[src/rtl/pft_pkg.sv]
// pft_pkg: shared types and constants for the polygon fan triangulator
// item structs, controller/datapath command and status, step codes
// no dependencies
package pft_pkg;

  localparam int MAX_CORNERS = 64;
  localparam int MIN_CORNERS = 3;
  localparam int INDEX_BITS  = 20;
  localparam int COORD_BITS  = 16;

  localparam int COUNT_W = $clog2(MAX_CORNERS + 1);
  // corner differences, cross components, split halves for the shared multiplier
  localparam int DIFF_W  = COORD_BITS + 1;
  localparam int NORM_W  = 2 * DIFF_W + 1;
  localparam int LO_W    = NORM_W / 2;
  localparam int HI_W    = NORM_W - LO_W;
  localparam int MUL_W   = HI_W;
  localparam int PROD_W  = 2 * MUL_W;
  localparam int ACC_W   = 2 * NORM_W + 2;

  // multiplier step codes: cross steps first, then dot steps
  localparam int STEP_W = 5;
  localparam logic [STEP_W-1:0] STEP_CROSS_FIRST = 5'd0;
  localparam logic [STEP_W-1:0] STEP_CROSS_LAST  = 5'd5;
  localparam logic [STEP_W-1:0] STEP_DOT_FIRST   = 5'd8;
  localparam logic [STEP_W-1:0] STEP_DOT_LAST    = 5'd19;

  // partial product of a dot step
  localparam logic [1:0] PART_HH = 2'd0;
  localparam logic [1:0] PART_HL = 2'd1;
  localparam logic [1:0] PART_LH = 2'd2;
  localparam logic [1:0] PART_LL = 2'd3;

  typedef struct packed {
    logic [INDEX_BITS-1:0]        vertex_index;
    logic signed [COORD_BITS-1:0] pos_x;
    logic signed [COORD_BITS-1:0] pos_y;
    logic signed [COORD_BITS-1:0] pos_z;
    logic                         polygon_end;
  } in_item_t;

  typedef struct packed {
    logic [INDEX_BITS-1:0] corner_first;
    logic [INDEX_BITS-1:0] corner_second;
    logic [INDEX_BITS-1:0] corner_third;
    logic                  triangle_valid;
    logic                  order_swapped;
    logic                  too_few_corners;
    logic                  polygon_done;
  } out_item_t;

  typedef enum logic [1:0] {
    S_IDLE,
    S_MUL,
    S_DRAIN,
    S_FINISH
  } pft_state_t;

  typedef struct packed {
    logic              capture;
    logic              issue;
    logic [STEP_W-1:0] step;
    logic              finish;
  } pft_cmd_t;

  typedef struct packed {
    logic need_calc;
    logic count_two;
    logic out_free;
  } pft_status_t;

endpackage

[src/rtl/pft_controller.sv]
// pft_controller: sequencer for one corner item
// drives capture, multiplier steps and finish; uses pft_pkg
module pft_controller (
  input  logic                 clk,
  input  logic                 rst,
  input  logic                 in_valid,
  output logic                 in_ready,
  input  pft_pkg::pft_status_t status,
  output pft_pkg::pft_cmd_t    cmd
);

  pft_pkg::pft_state_t          state, state_next;
  logic [pft_pkg::STEP_W-1:0]   step, step_next;

  always_ff @(posedge clk) begin
    if (rst) begin
      state <= pft_pkg::S_IDLE;
      step  <= pft_pkg::STEP_CROSS_FIRST;
    end else begin
      state <= state_next;
      step  <= step_next;
    end
  end

  always_comb begin
    state_next  = state;
    step_next   = step;
    in_ready    = 1'b0;
    cmd.capture = 1'b0;
    cmd.issue   = 1'b0;
    cmd.step    = step;
    cmd.finish  = 1'b0;
    unique case (state)
      pft_pkg::S_IDLE: begin
        in_ready = 1'b1;
        if (in_valid) begin
          cmd.capture = 1'b1;
          step_next   = pft_pkg::STEP_CROSS_FIRST;
          state_next  = status.need_calc ? pft_pkg::S_MUL : pft_pkg::S_FINISH;
        end
      end
      pft_pkg::S_MUL: begin
        cmd.issue = 1'b1;
        if (step == pft_pkg::STEP_CROSS_LAST) begin
          // the third corner only sets the reference normal
          if (status.count_two) begin
            state_next = pft_pkg::S_DRAIN;
          end else begin
            step_next = pft_pkg::STEP_DOT_FIRST;
          end
        end else if (step == pft_pkg::STEP_DOT_LAST) begin
          state_next = pft_pkg::S_DRAIN;
        end else begin
          step_next = step + 1'b1;
        end
      end
      pft_pkg::S_DRAIN: begin
        state_next = pft_pkg::S_FINISH;
      end
      pft_pkg::S_FINISH: begin
        if (status.out_free) begin
          cmd.finish = 1'b1;
          state_next = pft_pkg::S_IDLE;
        end
      end
      default: state_next = pft_pkg::S_IDLE;
    endcase
  end

endmodule

[src/rtl/pft_datapath.sv]
// pft_datapath: corner registers, shared multiplier, normal and dot accumulators,
// output register; controlled by pft_controller, uses pft_pkg
module pft_datapath (
  input  logic                 clk,
  input  logic                 rst,
  input  pft_pkg::in_item_t    in_data,
  input  pft_pkg::pft_cmd_t    cmd,
  output pft_pkg::pft_status_t status,
  output logic                 out_valid,
  input  logic                 out_ready,
  output pft_pkg::out_item_t   out_data
);

  pft_pkg::in_item_t                        cur;
  logic [pft_pkg::COUNT_W-1:0]              count;
  logic [pft_pkg::INDEX_BITS-1:0]           first_idx;
  logic [pft_pkg::INDEX_BITS-1:0]           prev_idx;
  logic signed [pft_pkg::COORD_BITS-1:0]    first_pos [3];
  logic signed [pft_pkg::COORD_BITS-1:0]    prev_pos  [3];
  logic signed [pft_pkg::COORD_BITS-1:0]    cur_pos   [3];
  logic [pft_pkg::NORM_W-1:0]               ref_n [3];
  logic [pft_pkg::NORM_W-1:0]               cur_n [3];
  logic [pft_pkg::DIFF_W-1:0]               u [3];
  logic [pft_pkg::DIFF_W-1:0]               v [3];

  logic [pft_pkg::MUL_W-1:0]                op_a, op_b;
  logic signed [pft_pkg::PROD_W-1:0]        prod;
  logic                                     prod_vld;
  logic [pft_pkg::STEP_W-1:0]               prod_step;
  logic signed [pft_pkg::ACC_W-1:0]         acc;
  logic signed [pft_pkg::ACC_W-1:0]         prod_ext;
  logic signed [pft_pkg::ACC_W-1:0]         term;

  logic [3:0]                               dstep, dstep_d;
  logic [pft_pkg::NORM_W-1:0]               sel_n, sel_r;

  logic                                     active, calc, swapped, emit;
  logic [pft_pkg::COUNT_W-1:0]              count_after;

  assign cur_pos[0] = cur.pos_x;
  assign cur_pos[1] = cur.pos_y;
  assign cur_pos[2] = cur.pos_z;

  always_comb begin
    for (int k = 0; k < 3; k++) begin
      u[k] = {prev_pos[k][pft_pkg::COORD_BITS-1], prev_pos[k]}
           - {first_pos[k][pft_pkg::COORD_BITS-1], first_pos[k]};
      v[k] = {cur_pos[k][pft_pkg::COORD_BITS-1], cur_pos[k]}
           - {first_pos[k][pft_pkg::COORD_BITS-1], first_pos[k]};
    end
  end

  // operand select for the issued step
  assign dstep = 4'(cmd.step - pft_pkg::STEP_DOT_FIRST);
  assign sel_n = cur_n[dstep[3:2]];
  assign sel_r = ref_n[dstep[3:2]];

  function automatic logic [pft_pkg::MUL_W-1:0] sx_diff(input logic [pft_pkg::DIFF_W-1:0] d);
    sx_diff = {{(pft_pkg::MUL_W - pft_pkg::DIFF_W){d[pft_pkg::DIFF_W-1]}}, d};
  endfunction

  always_comb begin
    op_a = '0;
    op_b = '0;
    if (cmd.step < pft_pkg::STEP_DOT_FIRST) begin
      unique case (cmd.step[2:0])
        3'd0:    begin op_a = sx_diff(u[1]); op_b = sx_diff(v[2]); end
        3'd1:    begin op_a = sx_diff(u[2]); op_b = sx_diff(v[1]); end
        3'd2:    begin op_a = sx_diff(u[2]); op_b = sx_diff(v[0]); end
        3'd3:    begin op_a = sx_diff(u[0]); op_b = sx_diff(v[2]); end
        3'd4:    begin op_a = sx_diff(u[0]); op_b = sx_diff(v[1]); end
        3'd5:    begin op_a = sx_diff(u[1]); op_b = sx_diff(v[0]); end
        default: begin op_a = '0; op_b = '0; end
      endcase
    end else begin
      // high half signed, low half zero extended
      unique case (dstep[1:0])
        pft_pkg::PART_HH: begin
          op_a = sel_n[pft_pkg::NORM_W-1:pft_pkg::LO_W];
          op_b = sel_r[pft_pkg::NORM_W-1:pft_pkg::LO_W];
        end
        pft_pkg::PART_HL: begin
          op_a = sel_n[pft_pkg::NORM_W-1:pft_pkg::LO_W];
          op_b = {1'b0, sel_r[pft_pkg::LO_W-1:0]};
        end
        pft_pkg::PART_LH: begin
          op_a = {1'b0, sel_n[pft_pkg::LO_W-1:0]};
          op_b = sel_r[pft_pkg::NORM_W-1:pft_pkg::LO_W];
        end
        pft_pkg::PART_LL: begin
          op_a = {1'b0, sel_n[pft_pkg::LO_W-1:0]};
          op_b = {1'b0, sel_r[pft_pkg::LO_W-1:0]};
        end
        default: begin op_a = '0; op_b = '0; end
      endcase
    end
  end

  always_ff @(posedge clk) begin
    prod      <= $signed(op_a) * $signed(op_b);
    prod_step <= cmd.step;
    if (rst) begin
      prod_vld <= 1'b0;
    end else begin
      prod_vld <= cmd.issue;
    end
  end

  // dot partial placed at its weight
  assign dstep_d  = 4'(prod_step - pft_pkg::STEP_DOT_FIRST);
  assign prod_ext = pft_pkg::ACC_W'(prod);
  always_comb begin
    unique case (dstep_d[1:0])
      pft_pkg::PART_HH: term = prod_ext <<< (2 * pft_pkg::LO_W);
      pft_pkg::PART_HL: term = prod_ext <<< pft_pkg::LO_W;
      pft_pkg::PART_LH: term = prod_ext <<< pft_pkg::LO_W;
      pft_pkg::PART_LL: term = prod_ext;
      default:          term = prod_ext;
    endcase
  end

  always_ff @(posedge clk) begin
    if (prod_vld) begin
      if (prod_step < pft_pkg::STEP_DOT_FIRST) begin
        if (prod_step[0]) begin
          cur_n[prod_step[2:1]] <= cur_n[prod_step[2:1]] - prod[pft_pkg::NORM_W-1:0];
        end else begin
          cur_n[prod_step[2:1]] <= prod[pft_pkg::NORM_W-1:0];
        end
      end else if (dstep_d == 4'd0) begin
        acc <= term;
      end else begin
        acc <= acc + term;
      end
    end
  end

  // finish decisions on the count before this corner
  assign active      = count < pft_pkg::COUNT_W'(pft_pkg::MAX_CORNERS);
  assign calc        = active && (count >= pft_pkg::COUNT_W'(2));
  assign swapped     = calc && (count >= pft_pkg::COUNT_W'(3)) && acc[pft_pkg::ACC_W-1];
  assign emit        = calc || cur.polygon_end;
  assign count_after = count + pft_pkg::COUNT_W'(active);

  assign status.need_calc = calc;
  assign status.count_two = (count == pft_pkg::COUNT_W'(2));
  assign status.out_free  = !out_valid || out_ready;

  always_ff @(posedge clk) begin
    if (cmd.capture) begin
      cur <= in_data;
    end
    if (rst) begin
      count     <= '0;
      first_idx <= '0;
      prev_idx  <= '0;
      for (int k = 0; k < 3; k++) begin
        first_pos[k] <= '0;
        prev_pos[k]  <= '0;
        ref_n[k]     <= '0;
      end
    end else if (cmd.finish) begin
      if (active) begin
        if (count == '0) begin
          first_idx <= cur.vertex_index;
          for (int k = 0; k < 3; k++) first_pos[k] <= cur_pos[k];
        end
        if (count == pft_pkg::COUNT_W'(2)) begin
          for (int k = 0; k < 3; k++) ref_n[k] <= cur_n[k];
        end
        prev_idx <= cur.vertex_index;
        for (int k = 0; k < 3; k++) prev_pos[k] <= cur_pos[k];
      end
      count <= cur.polygon_end ? '0 : count_after;
    end
  end

  always_ff @(posedge clk) begin
    if (rst) begin
      out_valid <= 1'b0;
    end else if (cmd.finish && emit) begin
      out_valid <= 1'b1;
    end else if (out_ready) begin
      out_valid <= 1'b0;
    end
    if (cmd.finish && emit) begin
      out_data.corner_first    <= calc ? first_idx : '0;
      out_data.corner_second   <= calc ? (swapped ? cur.vertex_index : prev_idx) : '0;
      out_data.corner_third    <= calc ? (swapped ? prev_idx : cur.vertex_index) : '0;
      out_data.triangle_valid  <= calc;
      out_data.order_swapped   <= swapped;
      out_data.too_few_corners <= cur.polygon_end
                                  && (count_after < pft_pkg::COUNT_W'(pft_pkg::MIN_CORNERS));
      out_data.polygon_done    <= cur.polygon_end;
    end
  end

endmodule

[src/rtl/polygon_fan_triangulator.sv]
// result registered at finish: straight after acceptance with no triangle, else after the
// multiplier steps and a drain; one shared 18x18 multiplier runs 6 cross steps, then 12
// dot partials from the fourth corner on
// one corner at a time, finish waits for a free output; next corner taken while a result waits
// reset: synchronous rst clears the corner count, stored corners and reference normal
// top level: pft_controller and pft_datapath; uses pft_pkg
module polygon_fan_triangulator (
  input  logic               clk,
  input  logic               rst,
  input  logic               in_valid,
  output logic               in_ready,
  input  pft_pkg::in_item_t  in_data,
  output logic               out_valid,
  input  logic               out_ready,
  output pft_pkg::out_item_t out_data
);

  pft_pkg::pft_cmd_t    cmd;
  pft_pkg::pft_status_t status;

  pft_controller u_ctrl (
    .clk      (clk),
    .rst      (rst),
    .in_valid (in_valid),
    .in_ready (in_ready),
    .status   (status),
    .cmd      (cmd)
  );

  pft_datapath u_dp (
    .clk       (clk),
    .rst       (rst),
    .in_data   (in_data),
    .cmd       (cmd),
    .status    (status),
    .out_valid (out_valid),
    .out_ready (out_ready),
    .out_data  (out_data)
  );

endmodule
[config.mk]
export PLATFORM = sky130hd
export DESIGN_NAME = polygon_fan_triangulator
export DESIGN_NICKNAME = d
export VERILOG_FILES = /design/src/rtl/pft_pkg.sv /design/src/rtl/pft_controller.sv /design/src/rtl/pft_datapath.sv /design/src/rtl/polygon_fan_triangulator.sv
export SDC_FILE = /design/constraint.sdc
export NUM_CORES = 2
export LEC_CHECK = 0
export BUFFER_PORTS_ARGS = -buffer_cell sky130_fd_sc_hd__clkbuf_2
export CORE_MARGIN = 2
export CORE_UTILIZATION = 40
export CTS_CLUSTER_DIAMETER = 120
export DETAILED_ROUTE_END_ITERATION = 7
export REMOVE_ABC_BUFFERS = 1
export SYNTH_ARGS = -nofsm -noshare
export SYNTH_HDL_FRONTEND = slang
export SYNTH_SLANG_ARGS = --single-unit
export TNS_END_PERCENT = 20
[constraint.sdc]
create_clock -name clk -period 9.24 [get_ports clk]
set_clock_uncertainty 0.05 [all_clocks]
set_input_delay 1.848 -clock clk [delete_from_list [all_inputs] [get_ports clk]]
set_output_delay 1.848 -clock clk [all_outputs]
set_load 0.05 [all_outputs]
---- Word level (Yosys, flattened, before mapping) ----
Memories as Yosys holds them, arrays and structs flattened. A register that Yosys moved wholly into a read port is not among the register bits.
Cells that the tools add are included.
word-level totals
  flip-flop bits (word level) ............. 302
  latch bits .............................. 0
  bits in writable memories ............... 306
  ROM bits ................................ 0
  bits of input ports ..................... 73
  output and inout port bits .............. 66
  logic and storage cells ................. 176
  memories ................................ 4
memories
  memory          depth  width  read ports  clocked after memory_dff  write ports  RTL line            RTL
  u_dp.cur_n      3      35     5           1                         1            pft_datapath.sv:22  logic [pft_pkg::NORM_W-1:0] cur_n [3];
  u_dp.ref_n      3      35     1           0                         3            pft_datapath.sv:21  logic [pft_pkg::NORM_W-1:0] ref_n [3];
  u_dp.first_pos  3      16     3           0                         3            pft_datapath.sv:18  logic signed [pft_pkg::COORD_BITS-1:0] first_pos [3];
  u_dp.prev_pos   3      16     3           0                         3            pft_datapath.sv:19  logic signed [pft_pkg::COORD_BITS-1:0] prev_pos [3];
cells by class
  add/sub/neg operators ................... 12
  multipliers ............................. 1
  divide/modulo/power cells ............... 0
  $lt $le $gt $ge ......................... 6
  equality and inequality tests ........... 23
  shifts and indexed selects .............. 0
  muxes and demuxes ....................... 65
  bitwise operators ....................... 11
  reduce and logical (&&, ||, !) cells .... 32
operators with widths
  cell                   number
  $pmux W72 S3           1
  $mux W35               4
  $pmux W18 S3           2
  $sub A16 B16 Y17       6
  $mux W16               6
  $add A72 B72 Y72       1
  $mux W72               1
  $pmux W18 S2           2
  $mux W20               2
  $mul A18 B18 Y36       1
  $mux W18               2
  $sub A35 B35 Y35       1
  $mux W1                32
  $reduce_or A2 Y1       11
  $mux W5                4
  $ge A7 B2 Y1 const B   2
  $eq A2 B2 Y1 const B   6
  $mux W2                6
  $lt A5 B4 Y1 const B   2
  $or A1 B1 Y1           10
  $pmux W5 S2            1
  $pmux W2 S4            1
  $reduce_and A4 Y1      2
  $sub A4 B4 Y4 const B  2
  27 further kinds       42

---- Longest topological paths before layout ----
  depth in word-level cells ............... 8
  depth in mapped cells ................... 39
  depth with buffers taken out ............ 39

---- By module ----
Synthesis repeated with hierarchy kept, for this count alone.
second synthesis, totals
  cells, all modules ...................... 4,732
  area total of the unflattened synthesis .. 49,236.0 um2
modules (own cells, without submodules)
  module          instances  cells each  area an instance (um2)
  pft_datapath    1          4,661       48,620.4
  pft_controller  1          71          615.6

---- Worst setup path before layout ----
Ideal clock, no wire load.
  kind .................................... register to register
  start point ............................. memory u_dp.first_pos[0][16] in the netlist's numbering
  end point ............................... register u_dp.prod[32] in the netlist's numbering
  library setup time ...................... 0.072 ns
  data arrival time ....................... 8.452 ns
  data required time ...................... 9.118 ns
  slack ................................... 0.666 ns
  cell stages (with the launch flop) ...... 37
  buffers on the path ..................... 1
  path through ............................ edfxtp_1 > ha_1 > fa_1 > nand2b_1 > a21boi_0 > o21ai_1 > a21oi_1 > a211oi_1 > o31a_1 > nand2b_1 > a32o_1 > o21ai_2 > o21ai_1 > clkbuf_1 > and2_1 > fa_1 > inv_1 > fa_1 > inv_1 > fa_1 > inv_1 > fa_1 > fa_1 > fa_1 > inv_1 > ha_1 > a21o_1 > a21o_1 > a21oi_1 > o21ai_0 > a31oi_2 > o211ai_1 > a2111oi_0 > nor3_1 > a21o_1 > a21oi_1 > xnor2_1
RTL lines
  what                    RTL line             RTL
  start: declaration      pft_datapath.sv:18
  end signal: assignment  pft_datapath.sv:100  prod <= $signed(op_a) * $signed(op_b);
  end: declaration        pft_datapath.sv:27   logic signed [pft_pkg::PROD_W-1:0] prod;

---- Worst setup path after layout ----
  start point ............................. register u_dp.cur[17] in the netlist's numbering
  end point ............................... register u_dp.prod[34] in the netlist's numbering
between the ends
  longest elaborated chain between the ends .. 4
ends and longest elaborated chain
  what                      RTL line             RTL
  start: declaration        pft_datapath.sv:14   pft_pkg::in_item_t cur;
  start signal: assignment  pft_datapath.sv:151  cur <= in_data;
  $sub A16 B16 Y17          pft_datapath.sv:49   - {first_pos[k][pft_pkg::COORD_BITS-1], first_pos[k]};
  $pmux W18 S3              pft_datapath.sv:66   unique case (cmd.step[2:0])
  $mux W18                  pft_datapath.sv:65   if (cmd.step < pft_pkg::STEP_DOT_FIRST) begin
  $mul A18 B18 Y36          pft_datapath.sv:100
Every way passes these cells.
A chain may end at the register's enable or synchronous reset.

==> out/qor_table.md <==
| Parameter | Reported |
|:---|:---|
| Result of the run | complete, no violations |
| Largest net degree at the start of global routing | 106 |
| M3 GR Usage | 3.13% |
| Main combinational cell family by area after synthesis | adder cells |
| Adder-cell share of the synthesized area | 21.7% |
| Inserted Clock Buffers | 75 |
| Antenna diode instance count | 0 |
| Number of max-slew violations in the final report | 0 |
| Antenna violations before repair | 2 |
| Worst path max stage delay | 0.49 ns |
| Average wire per cell in the routed design | 21.7 um |
| Post-route insts no fill | 6562 |
| Final-report setup violation count | 0 |
| Type of element launching the critical path | register |
| Global-route wire length before repair | 218 mm |
| Worst Path Buf+Inv | 11 |
| Critical path peak fanout | 4 |
| Max_cap viols | 0 |
| Required time at the endpoint of the critical path | 9.72 ns |
| Library cells used by synthesis | 91 |
| Overflow after GRT | 0 |
| Cell class contributing the biggest share of worst-path delay | adder cells |
| Remaining routing DRC violations | 0 |
| Synthesized cell area | 48800 um^2 |
| Starting utilization of the core area | 40.2% |
| Crit share post-route | 97.4% |
| Slew of the pin with the lowest slew margin | 1.09 ns |
| Clock-pin slew reported for the worst setup and hold paths after clock tree synthesis | 0.06 ns |
| Crit path time final | 9.00 ns |
| Clk_lat worst skew | 0.67 ns |
| Die area | 125000 um^2 |
| Synth Flop Type | sky130_fd_sc_hd__edfxtp_1 |
| Met2 usage in global routing | 38.3% |
| Row cnt | 128 |
| Simple-gate portion of the synthesized area | 13.7% |
| Arr. time, crit path | 9.47 ns |
| Average via count per standard cell | 5.46 |
| Area delta synth->final | 13.4% |
| Kind of capture point of the worst setup path | register |
| Count of input and output buffers | 138 |
| Post-detailed-routing wire length | 142 mm |
| Max_slew headroom | 25.3% |
| Critical-path cell with the highest stage delay | sky130_fd_sc_hd__fa_1 |
| Number of top-level design ports | 139 |
| Clk sink count | 643 |
| Number of synthesized register bits | 643 |
| Share of the synthesized netlist area taken by xor and xnor gates | 3.59% |
| DPL Wire Length | 106 mm |
| Fraction of layout cells with a size suffix above 1 | 14.4% |
| Worst min-delay path startpoint | u_ctrl.step[0]$_SDFFE_PP0P_ |
| Initial DRC Count | 3279 |
| CTS H-tree lvls | 3 |
| Launch instance of the worst register-to-register path | u_dp.cur[17]$_DFFE_PP_ |
| Root Buffer | sky130_fd_sc_hd__clkbuf_16 |
| Unrepaired setup endpoints after global routing | true |
| # nets final | 5592 |
| Hold slack final | 0.376 ns |
| Final hold vios | 0 |
| Proportion of synthesized area in mux cells | 5.15% |
| Via count of the first global-routing pass | 36092 |
| Synthesized area per cell | 10.5 um^2 |
| CTS tree | done |
| Post-layout util | 45.6% |
| Sum Neg Setup Slack | 0 ns |
| Cell type with the highest occurrence count on the critical path | sky130_fd_sc_hd__fa_1 |
| DIE HEIGHT | 353 um |
| M1 GR Usage | 29.9% |
| Share of flip-flops with an asynchronous set or reset | 0% |
| GP Congestion | 0.946 |
| Proportion of synthesized chip area in sequential cells | 37.6% |
| Type of the worst setup path | register to register |
| Instance count after placement with tap cells included | 6399 |
| Length of the first detailed-routing pass in iterations | 6 |
| Grt peak-use layer | met2 |
| Worst-case clock buffer depth | 3 |
| Post-detailed-route count of antenna-violating nets | 0 |
| Total global routing track utilization | 22.6% |
| Post-synthesis compound-gate area fraction | 12.4% |
| Die boundary width | 353 um |
| Vias | 35824 |
| Core region area | 121000 um^2 |
| Maximum clock rate | 0.111 GHz |
| Hold WC Path Type | register to register |
| Count of yosys warnings during synthesis | 0 |
| Post-synth EDFFs | 546 |
| Syn Inst Count | 4667 |
| Start point of the critical path | u_dp.cur[17]$_DFFE_PP_ |
| Fill count | 11386 |
cells by family (layout without fill, tap and decap cells):
kind of cell | Yosys count | in the layout
and+or+nand+nor | 1384 | 1384
AOI/OAI and AO/OA | 947 | 947
buffers and inverters | 709 | 979
adders and majority gates | 644 | 644
DFF | 643 | 643
xor gates and xnor gates | 200 | 200
muxes | 140 | 140
placed cells by master, fill, tap and decap left out, drive strengths merged, types with 30 or more instances in the layout:
master / Yosys / routed
nor3: 34 / 34
inv: 519 / 520
ha: 307 / 307
a21o: 89 / 89
nand2b: 42 / 42
xor2: 77 / 77
xnor2: 123 / 123
nand2: 513 / 513
and3: 30 / 30
a21oi: 351 / 351
nor2: 273 / 273
and2: 303 / 303
clkbuf: 147 / 233
nand3: 38 / 38
o21ai: 183 / 183
fa: 337 / 337
buf: 43 / 182
edfxtp: 546 / 546
mux2i: 35 / 35
clkinv: 0 / 33
dfxtp: 97 / 97
o21a: 34 / 34
mux4: 87 / 87
nor2b: 51 / 51
metal layers:
layer	share of wire [%]	wire, um
met5	0	0
met4	3.6	5180
met3	5.7	8110
met2	48	68800
met1	42	60100
registers in the layout, indices dropped and copies added (netlist names):
name / flops
u_ctrl.state: 2
u_ctrl.step: 5
u_dp.acc: 72
u_dp.count: 7
u_dp.cur: 69
u_dp.cur_n: 140
u_dp.first_idx: 20
u_dp.first_pos: 48
u_dp.out_data: 64
u_dp.out_valid: 1
u_dp.prev_idx: 20
u_dp.prev_pos: 48
u_dp.prod: 36
u_dp.prod_step: 5
u_dp.prod_vld: 1
u_dp.ref_n: 105
synthesized netlist by cell type (21+ instances only):
cell                       instances  share of area [%]
sky130_fd_sc_hd__xnor2_1         123                2.2
sky130_fd_sc_hd__nor2_1          273                2.1
sky130_fd_sc_hd__a31oi_1          24               0.31
sky130_fd_sc_hd__nor3_1           34               0.35
sky130_fd_sc_hd__fa_1            337                 14
sky130_fd_sc_hd__a22oi_1          25               0.38
sky130_fd_sc_hd__xor2_1           77                1.4
sky130_fd_sc_hd__o21a_1           34               0.52
sky130_fd_sc_hd__nand2b_1         42               0.54
sky130_fd_sc_hd__a21oi_1         350                3.6
sky130_fd_sc_hd__ha_1            307                7.9
sky130_fd_sc_hd__nor2b_1          51               0.65
sky130_fd_sc_hd__a21o_1           89                1.4
sky130_fd_sc_hd__inv_1           518                4.0
sky130_fd_sc_hd__a211oi_1         24               0.37
sky130_fd_sc_hd__edfxtp_1        546                 34
sky130_fd_sc_hd__nand2_1         502                3.9
sky130_fd_sc_hd__mux2i_1          35               0.72
sky130_fd_sc_hd__dfxtp_1          97                4.0
sky130_fd_sc_hd__and3_1           30               0.38
sky130_fd_sc_hd__a22o_1           21               0.38
sky130_fd_sc_hd__mux4_2           87                4.0
sky130_fd_sc_hd__o21ai_0         159                1.6
sky130_fd_sc_hd__and2_1          299                3.8
sky130_fd_sc_hd__nand3_1          38               0.39
sky130_fd_sc_hd__clkbuf_1        137                1.1
area by class of cell:
cell class / instances / area [um^2] / area share, %
timing repair buffer: 321 / 2260 / 4.09
multi-input combinational: 3315 / 28100 / 50.8
tap: 1625 / 2030 / 3.68
clock buffer: 95 / 2070 / 3.75
sequential: 643 / 18300 / 33.2
clock inverter: 44 / 553 / 1.00
inverter: 519 / 1950 / 3.52
timing repair:
| action | in CTS | in global routing |
|---|---|---|
| setup buffers | 0 | 24 |
| hold buffers | 0 | 0 |
| pin swaps | 0 | 64 |
| setup endpoints to repair | 4 | 9 |
| gates resized for setup | 5 | 108 |
final timing paths:
kind / slack, ns / to / cells after the start
worst max-delay path: 0.24 / u_dp.prod[34]$_DFF_P_ / 42
worst min register to register: 0.38 / u_dp.prod_step[0]$_DFF_P_ / 0
worst min-delay path: 0.38 / u_dp.prod_step[0]$_DFF_P_ / 0
worst max register to register: 0.24 / u_dp.prod[34]$_DFF_P_ / 42
through the flow:
stage / worst slack, ns / cell area, um^2
after floorplan: -1.04 / 47900
after global placement: 0.0675 / 52000
after detailed placement: -0.00851 / 52000
after CTS: 0.0239 / 54700
after global routing: -0.200 / 55300
final: 0.244 / 55300
Power is not shown: default switching activity piles up to over one toggle a cycle in this logic, so the estimate is an artifact.
